**src/hw/rtl/tks_pkg.sv**
```systemverilog
// Shared types and constants of the top-k score selector.
// No dependencies; imported by the top level, the comparator and the checker.
package tks_pkg;

	localparam int LIMIT_W    = 6;
	localparam int RESULT_CAP = 32;

	localparam logic MODE_OFFER = 1'b0;
	localparam logic MODE_DRAIN = 1'b1;

	typedef struct packed {
		logic        mode;
		logic [31:0] hit_index;
		logic [30:0] hit_score;
		logic [15:0] hit_kind;
		logic [7:0]  hit_key;
	} tks_req_t;

	typedef struct packed {
		logic [31:0] out_index;
		logic [30:0] out_score;
		logic [15:0] out_kind;
		logic [7:0]  out_key;
		logic        is_empty;
		logic        overflowed;
		logic        last_of_run;
	} tks_res_t;

	// One kept hit as it sits in the store.
	typedef struct packed {
		logic [30:0] score;
		logic [31:0] index;
		logic [15:0] kind;
		logic [7:0]  key;
	} tks_entry_t;

endpackage

```
**src/hw/rtl/top_k_score_selector_top.sv**
```systemverilog
// Top-k score selector: sequencer around one store RAM and one shared comparator.
// Depends on tks_pkg, tks_ram and tks_rank.
//
// Usage:
//   A request is taken at a rising edge with start high and busy low. An offer
//   request (mode 0) carries one scored hit; a drain request (mode 1) emits the
//   kept hits best-first on res, one per res_stb pulse, last_of_run on the final.
//   cfg_we/cfg_wdata write keep_limit; write it only while busy is low.
// Operation (n = hits kept, count of the store):
//   Offer into a store below its limit: written at accept, busy stays low.
//   Offer into a full store: busy while it makes one RAM read per cycle over
//   the n kept hits to find the worst one, then one compare and replace.
//   Drain: result p follows a scan of slots p to n - 1 for the best hit; a
//   swap step moves that hit into slot p when it lies elsewhere. The RAM read
//   port paces each scan. An empty drain gives its one result the next cycle.
// Reset clears the hit count, overflow flag and keep_limit; the store contents
// are not cleared and need no clearing pass. Results last exactly one cycle:
// the receiver cannot stall them.
module top_k_score_selector_top import tks_pkg::*; #(
	parameter int CAPACITY = 32
) (
	input  logic               clk,
	input  logic               arst_n,
	input  logic               start,
	output logic               busy,
	input  tks_req_t           req,
	output tks_res_t           res,
	output logic               res_stb,
	input  logic               cfg_we,
	input  logic [LIMIT_W-1:0] cfg_wdata
);

	localparam int CW  = $clog2(CAPACITY + 1);
	localparam int AW  = (CAPACITY > 1) ? $clog2(CAPACITY) : 1;
	localparam int LW1 = LIMIT_W + 1;
	localparam logic [CW-1:0]  CAP_C    = CW'(CAPACITY);
	localparam logic [LW1-1:0] CAP_L    = LW1'(CAPACITY);
	localparam logic [CW-1:0]  EMIT_MAX = CW'((CAPACITY < RESULT_CAP) ? CAPACITY : RESULT_CAP);

	localparam logic [2:0] S_IDLE  = 3'd0;
	localparam logic [2:0] S_OSCAN = 3'd1;
	localparam logic [2:0] S_OFIN  = 3'd2;
	localparam logic [2:0] S_DSCAN = 3'd3;
	localparam logic [2:0] S_DFIN  = 3'd4;
	localparam logic [2:0] S_DSWAP = 3'd5;

	logic [2:0]         state_q;
	logic [LIMIT_W-1:0] limit_q;
	logic [CW-1:0]      count_q;
	logic               ovf_q;
	logic [CW-1:0]      i_q;
	logic [AW-1:0]      p_q;
	logic [CW-1:0]      emit_q;
	logic               vld_s1;
	logic [AW-1:0]      idx_s1;
	tks_entry_t         cur_q;
	logic [AW-1:0]      cidx_q;
	tks_entry_t         pdata_q;
	tks_entry_t         hit_q;
	tks_res_t           res_q;
	logic               res_stb_q;

	logic               capped;
	logic [CW-1:0]      eff_lim;
	logic [CW-1:0]      n_lim;
	logic [CW-1:0]      emit_c;
	logic               accept;
	logic               has_room;
	tks_entry_t         hit_ent;
	tks_entry_t         rd_data;
	tks_entry_t         cmp_a;
	tks_entry_t         cmp_b;
	logic               better;
	logic               scanning;
	logic               issue;
	logic [AW-1:0]      last_addr;
	logic               last_rd;
	logic               first_rd;
	logic               take;
	logic [CW-1:0]      p_next;
	logic               drain_last;
	logic               we;
	logic [AW-1:0]      waddr;
	tks_entry_t         wdata;

	// Limit zero or above capacity falls back to the full store.
	assign capped   = (limit_q == '0) || ({1'b0, limit_q} > CAP_L);
	assign eff_lim  = capped ? CAP_C : CW'(limit_q);
	assign n_lim    = (count_q < eff_lim) ? count_q : eff_lim;
	assign emit_c   = (n_lim < EMIT_MAX) ? n_lim : EMIT_MAX;
	assign accept   = start && !busy;
	assign has_room = count_q < eff_lim;

	assign hit_ent = '{score: req.hit_score, index: req.hit_index,
		kind: req.hit_kind, key: req.hit_key};

	assign scanning  = (state_q == S_OSCAN) || (state_q == S_DSCAN);
	assign issue     = scanning && (i_q < count_q);
	assign last_addr = AW'(count_q - CW'(1));
	assign last_rd   = vld_s1 && (idx_s1 == last_addr);
	assign first_rd  = idx_s1 == p_q;
	assign p_next    = CW'(p_q) + CW'(1);
	assign drain_last = p_next == emit_q;

	// Operand routing for the shared comparator.
	always_comb begin
		case (state_q)
			S_OSCAN: begin
				cmp_a = cur_q;
				cmp_b = rd_data;
			end
			S_OFIN: begin
				cmp_a = hit_q;
				cmp_b = cur_q;
			end
			default: begin
				cmp_a = rd_data;
				cmp_b = cur_q;
			end
		endcase
	end

	tks_rank u_rank (
		.a        (cmp_a),
		.b        (cmp_b),
		.a_better (better)
	);

	// Offer scan hunts the worst hit, drain scan hunts the best one.
	assign take = vld_s1 && (first_rd || better);

	always_comb begin
		we    = 1'b0;
		waddr = cidx_q;
		wdata = pdata_q;
		case (state_q)
			S_IDLE: begin
				we    = accept && (req.mode == MODE_OFFER) && has_room;
				waddr = count_q[AW-1:0];
				wdata = hit_ent;
			end
			S_OFIN: begin
				we    = better;
				waddr = cidx_q;
				wdata = hit_q;
			end
			S_DFIN: begin
				we    = cidx_q != p_q;
				waddr = p_q;
				wdata = cur_q;
			end
			S_DSWAP: begin
				we    = 1'b1;
				waddr = cidx_q;
				wdata = pdata_q;
			end
			default: begin
				we = 1'b0;
			end
		endcase
	end

	tks_ram #(
		.WIDTH ($bits(tks_entry_t)),
		.DEPTH (CAPACITY)
	) u_store (
		.clk   (clk),
		.we    (we),
		.waddr (waddr),
		.wdata (wdata),
		.raddr (i_q[AW-1:0]),
		.rdata (rd_data)
	);

	always_ff @(posedge clk or negedge arst_n) begin
		if (!arst_n) begin
			state_q   <= S_IDLE;
			limit_q   <= '0;
			count_q   <= '0;
			ovf_q     <= 1'b0;
			i_q       <= '0;
			p_q       <= '0;
			emit_q    <= '0;
			vld_s1    <= 1'b0;
			res_stb_q <= 1'b0;
		end else begin
			if (cfg_we) begin
				limit_q <= cfg_wdata;
			end
			vld_s1    <= issue;
			res_stb_q <= 1'b0;
			if (issue) begin
				i_q <= i_q + CW'(1);
			end
			case (state_q)
				S_IDLE: begin
					if (accept) begin
						i_q <= '0;
						p_q <= '0;
						if (req.mode == MODE_OFFER) begin
							if (has_room) begin
								count_q <= count_q + CW'(1);
							end else begin
								state_q <= S_OSCAN;
								if (capped) begin
									ovf_q <= 1'b1;
								end
							end
						end else if (count_q == '0) begin
							res_stb_q <= 1'b1;
							ovf_q     <= 1'b0;
						end else begin
							emit_q  <= emit_c;
							state_q <= S_DSCAN;
						end
					end
				end
				S_OSCAN: begin
					if (last_rd) begin
						state_q <= S_OFIN;
					end
				end
				S_OFIN: begin
					state_q <= S_IDLE;
				end
				S_DSCAN: begin
					if (last_rd) begin
						state_q <= S_DFIN;
					end
				end
				S_DFIN, S_DSWAP: begin
					if (state_q == S_DFIN) begin
						res_stb_q <= 1'b1;
					end
					if ((state_q == S_DFIN) && (cidx_q != p_q)) begin
						state_q <= S_DSWAP;
					end else if (drain_last) begin
						count_q <= '0;
						ovf_q   <= 1'b0;
						state_q <= S_IDLE;
					end else begin
						// advance to the next output slot
						p_q     <= AW'(p_next);
						i_q     <= p_next;
						state_q <= S_DSCAN;
					end
				end
				default: begin
					state_q <= S_IDLE;
				end
			endcase
		end
	end

	always_ff @(posedge clk) begin
		idx_s1 <= i_q[AW-1:0];
		if (take) begin
			cur_q  <= rd_data;
			cidx_q <= idx_s1;
			if (first_rd) begin
				pdata_q <= rd_data;
			end
		end
		if (accept) begin
			hit_q <= hit_ent;
		end
		if ((state_q == S_IDLE) && accept && (req.mode == MODE_DRAIN)) begin
			res_q <= '{out_index: '0, out_score: '0, out_kind: '0, out_key: '0,
				is_empty: 1'b1, overflowed: ovf_q, last_of_run: 1'b1};
		end else if (state_q == S_DFIN) begin
			res_q <= '{out_index: cur_q.index, out_score: cur_q.score,
				out_kind: cur_q.kind, out_key: cur_q.key, is_empty: 1'b0,
				overflowed: ovf_q, last_of_run: drain_last};
		end
	end

	assign busy    = state_q != S_IDLE;
	assign res     = res_q;
	assign res_stb = res_stb_q;

endmodule

```
**src/hw/rtl/tks_ram.sv**
```systemverilog
// Generic single-write, single-read RAM with registered read data.
// No dependencies.
module tks_ram #(
	parameter int WIDTH = 8,
	parameter int DEPTH = 32
) (
	input  logic                                     clk,
	input  logic                                     we,
	input  logic [((DEPTH > 1) ? $clog2(DEPTH) : 1)-1:0] waddr,
	input  logic [WIDTH-1:0]                         wdata,
	input  logic [((DEPTH > 1) ? $clog2(DEPTH) : 1)-1:0] raddr,
	output logic [WIDTH-1:0]                         rdata
);

	logic [WIDTH-1:0] mem_q [DEPTH];

	always_ff @(posedge clk) begin
		if (we) begin
			mem_q[waddr] <= wdata;
		end
		rdata <= mem_q[raddr];
	end

endmodule

```
**src/hw/rtl/tks_rank.sv**
```systemverilog
// Shared ranking comparator: higher score wins, lower item index breaks ties.
// Depends on tks_pkg for the entry type.
module tks_rank import tks_pkg::*; (
	input  tks_entry_t a,
	input  tks_entry_t b,
	output logic       a_better
);

	always_comb begin
		if (a.score != b.score) begin
			a_better = a.score > b.score;
		end else begin
			a_better = a.index < b.index;
		end
	end

endmodule

```
**config.mk**
```make
export PLATFORM = sky130hd
export DESIGN_NAME = top_k_score_selector_top
export DESIGN_NICKNAME = d
export VERILOG_FILES = /design/src/hw/rtl/tks_pkg.sv /design/src/hw/rtl/top_k_score_selector_top.sv /design/src/hw/rtl/tks_ram.sv /design/src/hw/rtl/tks_rank.sv
export SDC_FILE = /design/constraint.sdc
export NUM_CORES = 2
export LEC_CHECK = 0
export BUFFER_PORTS_ARGS = -buffer_cell sky130_fd_sc_hd__buf_2
export CORE_MARGIN = 5
export CORE_UTILIZATION = 54
export CTS_CLUSTER_DIAMETER = 40
export DETAILED_ROUTE_END_ITERATION = 10
export MAX_ROUTING_LAYER = met4
export PLACE_DENSITY = 0.69
export SYNTH_ARGS = -nofsm -noshare
export SYNTH_HDL_FRONTEND = slang
export SYNTH_SLANG_ARGS = --single-unit
```
**constraint.sdc**
```tcl
create_clock -name clk -period 7.3 [get_ports clk]
set_input_delay 1.46 -clock clk [delete_from_list [all_inputs] [get_ports clk]]
set_output_delay 1.46 -clock clk [all_outputs]
set_load 0.005 [all_outputs]
```
==> metrics list <==
* Highest metal layer used by the detailed router: met4
- Leakage dissipation: 41.7 nW
- For hold timing, the worst endpoint is cur_q[9]$_DFFE_PP_.
* Area fraction of the dominant cell type after synthesis: 72.5%
* Hold path start: u_store.rdata[9]$_DFF_P_
- Proportion of register bits with asynchronous set or reset after synthesis: 1.07%
* Number of nets at the end of the flow: 6393
* CTS sink count: 3267
* # Max-Cap Violations: 0
- Ranked by total cell area, the synthesized netlist is headed by edfxtp_1 72%, mux4_2 15%, dfxtp_1 2.9%.
- Final setup vio count: 0
* Critical-path cell list: nor3b_2, buf_12, buf_12, mux2i_1, ha_1, nand4_1, or4_1, a211oi_1, o31ai_2, buf_4, a31oi_4, buf_4, nor2_4, buf_4
- Simple logic cell fraction of the synthesized area: 1.63%
* Number of antenna violations at the first check in global routing: 23
* Area of the mapped netlist: 126000 sq um
- Wire segments on met2 add up to 170 mm in the final route.
* Number of buffers between clock root and the deepest sink: 4
- The share of total power dissipated in sequential elements is 48.6%.
- Hold is met by 428 ps.
- The HPWL after detailed placement is 193 mm.
* First-pass DRT Iterations: 6
- In the final routed layout, each cell accounts on average for 35.1 microns.
- Overall die area: 244000 sq um
- Overall fraction of global-route tracks in use: 28.8%
* Instance count along the most critical hold path: 0
- Clock-pin slew of the registers on the worst-case setup and hold paths: 60 ps
- Most frequent CP cell: buf_4
* Depth of the worst register-to-register path: 14
- STA classifies the critical path endpoint as a flop.
- Per report_power, the combinational group accounts for 0.2% of the total.
- In the layout the commonest cells are 3051 x edfxtp_1, 870 x mux4_2, 429 x clkbuf_16.
* Fraction of synthesized area in multiplexers: 17.6%
- The detail route stage leaves a number of antenna-violating nets equal to 0.
- Destination of the worst register-to-register timing path: u_store.mem_q[2][45]$_DFFE_PP_
- For this configuration, the core starts out at a cell density of 54.3%.
* CTS root buffer: clkbuf_16
* Sum of met3 wire segment lengths after detailed routing: 30.8 mm
* Setup repair after global routing missed its margin: no
- Fraction of the mapped netlist area in compound gates: 2.66%
- The count of buffers added on input and output ports is 189.
* Share of the clock period used by the worst path after layout: 88.9%
- Cell internal power was estimated by the tool at 33.3 mW.
* Classification of the worst setup path: flop to flop
- Starting DRT DRC Count: 8739
- Among cell families on the critical path, the largest total delay comes from buffers and inverters.
* Worst ir drop on vdd: 0.000205 V
- Yosys reg bits: 3267
- The synthesized design contains 3051 enable-type register cells.
- The library cell used most frequently in the layout, excluding fill and tap cells, is edfxtp_1.
* Nets in the synthesized netlist: 5910
* R2r startpoint: state_q[0]$_DFFE_PN0P_
- Summing the areas of all fa, ha and maj instances in the mapped netlist gives 0.752% of the synthesized area.
- Number of max-slew violations in the final report: 0
- STA puts the critical path data required time at 7780 ps.
* DRC violation count after routing: 0
* Cell taking the most area after synthesis: edfxtp_1
* Predominant post-synthesis flop cell: edfxtp_1
- Post-detailed-routing wire length: 341 mm
- Slowest CP cell: a31oi_4
- Max-slew headroom: 5.39%
- The first global-routing pass estimated 484 mm of wire.
- The run finished with clean final reports.
* Synthesis warning total: 0
- Detailed-route via count: 64100
* Final global-route overflow total: 0
- # H-tree levels: 5
- Hold-fix buffer count after cts: 0
- Once the clock tree was built, the resizer swapped 0 gates to a different size.
- From bottom edge to top edge, the die measures 494 microns.
- Switch Pwr: 8.14 mW
- The worst register-to-register path has a setup slack of 810 ps.
* Gp weighted congestion: 0.854
- In this run the worst hold path is classified as flop to flop.
* Maximum achievable frequency: 154 MHz
* Routed vias/inst: 6.60
* Sequential fraction of the synthesis area: 76.0%
- The synthesized netlist devotes 0.208% of its cell area to XOR and XNOR gates.
- Slew at the pin with the worst max-slew slack: 1420 ps
* Layout cells sized above 1: 33.6%
* Layout area overhead: 16.6%
- Clock Latency Late Sink: 990 ps
* Clock share of power: 51.1%
- Between clock sinks in the finished design, the worst skew comes to 70.4 ps.
- Post-CTS repair timing setup buffer count: 0
- TritonCTS built the clock tree.
- TritonCTS Buffers: 421
- Critical Path Fanout Max: 66
* Number of buffer and inverter stages on the critical path: 5
- Core Region: 233000 sq um
- Standard-cell row count: 177
* Width of the chip: 494 microns
* Met1 layer wirelength in the final routing: 127 mm
- After synthesis, the largest family of logic cells by area is multiplexers.
* Gate count after technology mapping: 5736
* Average cell area after synthesis: 22.0 sq um
- Power spread over the standard cell area amounts to 281 nW/um^2.
- During I/O placement, the number of pins put on the boundary was 190.
- Synth cell types: 58
- Final hold violation count: 0
* Period minus WS final: 6490 ps
- The number of global-route vias before repair is 64000.
- Timing analysis after detailed placement gives a worst setup slack of 891 ps.
* Worst path arrival time: 6970 ps
- Switching Share: 19.6%
* Utilization of the core after routing: 63.4%
- Entering global routing, the biggest net connects 111 pins.
- STA classifies the critical path startpoint as a flop.
* Min setup slack post-route: 810 ps
- On the worst path, the slowest cell contributes a delay of 830 ps.
[kinds of logic after synthesis]
group | count (synthesis)
flip-flops | 3267
multiplexers | 1121
AO/OA/AOI/OAI | 448
AND/OR/NAND/NOR | 444
buffers and inverters | 350
adder cells (fa/ha/maj) | 76
XOR/XNOR | 30
[sequential cells by signal, indices dropped and copies added (netlist names), 3 cells and up]
signal and cells:
u_store.mem_q 2784, res 90, cur_q 87, hit_q 87, pdata_q 87, u_store.rdata 87
count_q 6, emit_q 6, i_q 6, limit_q 6, cidx_q 5, idx_s1 5
p_q 5, state_q 3
[stage by stage]
step                instance area (sq um)  TNS (ps)  std cells  power, mW
finish                             147000         0       9719       41.5
global route                       147000         0       9717       42.6
CTS                                147000         0       9694       41.7
detailed placement                 133000         0       8927       20.7
global placement                   133000         0       8927       20.7
floorplan                          126000   -608590       5736       20.6
[per-layer routing]
| layer | vias to the layer above | GRT usage (%) |
|---|---|---|
| li1 | 25500 | - |
| met2 | 3810 | 45.1 |
| met5 | - | - |
| met4 | 0 | 10.7 |
| met3 | 617 | 4.91 |
| met1 | 34200 | 38.6 |
[worst max path at each step]
stage	start	endpoint	slack [ps]	cells past startpoint
after floorplan	state_q[2]$_DFFE_PN0P_	u_store.mem_q[11][0]$_DFFE_PP_	-230	16
after detailed placement	state_q[0]$_DFFE_PN0P_	u_store.mem_q[2][55]$_DFFE_PP_	890	13
after global routing	state_q[0]$_DFFE_PN0P_	u_store.mem_q[2][45]$_DFFE_PP_	640	14
final	state_q[0]$_DFFE_PN0P_	u_store.mem_q[2][45]$_DFFE_PP_	810	14
after global placement	state_q[0]$_DFFE_PN0P_	u_store.mem_q[2][55]$_DFFE_PP_	980	13
after CTS	state_q[0]$_DFFE_PN0P_	u_store.mem_q[2][45]$_DFFE_PP_	820	13
[final cells by class]
class                   instances  area [sq um]
fillers                     15200         85300
repair buffers                393          2990
clock inverters               283          3490
inverters                      17          73.8
flip-flops and latches       3267         96100
multi-input cells            2119         29700
well taps                    3132          3920
clock buffers                 484         11100
diodes                         24          60.1
[Yosys cell counts (all sizes together) (74+ instances only)]
cell and n:
clkbuf 204, o22ai 91, mux4 870, nand2 199
ha 76, buf 129, nor2 74, dfxtp 181
mux2 98, edfxtp 3051, mux2i 153, nor2b 91
a22o 88, a221oi 89
[power groups by stage]
stage          sequential [mW]  combinational [mW]  clock (mW)
2_1_floorplan             20.6              0.0335           0
3_3_place_gp              20.6              0.0935           0
3_5_place_dp              20.6              0.0953           0
4_1_cts                   20.2              0.0963        21.4
5_1_grt                   20.2               0.104        22.3
6_report                  20.2              0.0963        21.2
No activity file was read; power rests on OpenSTA's default activity.
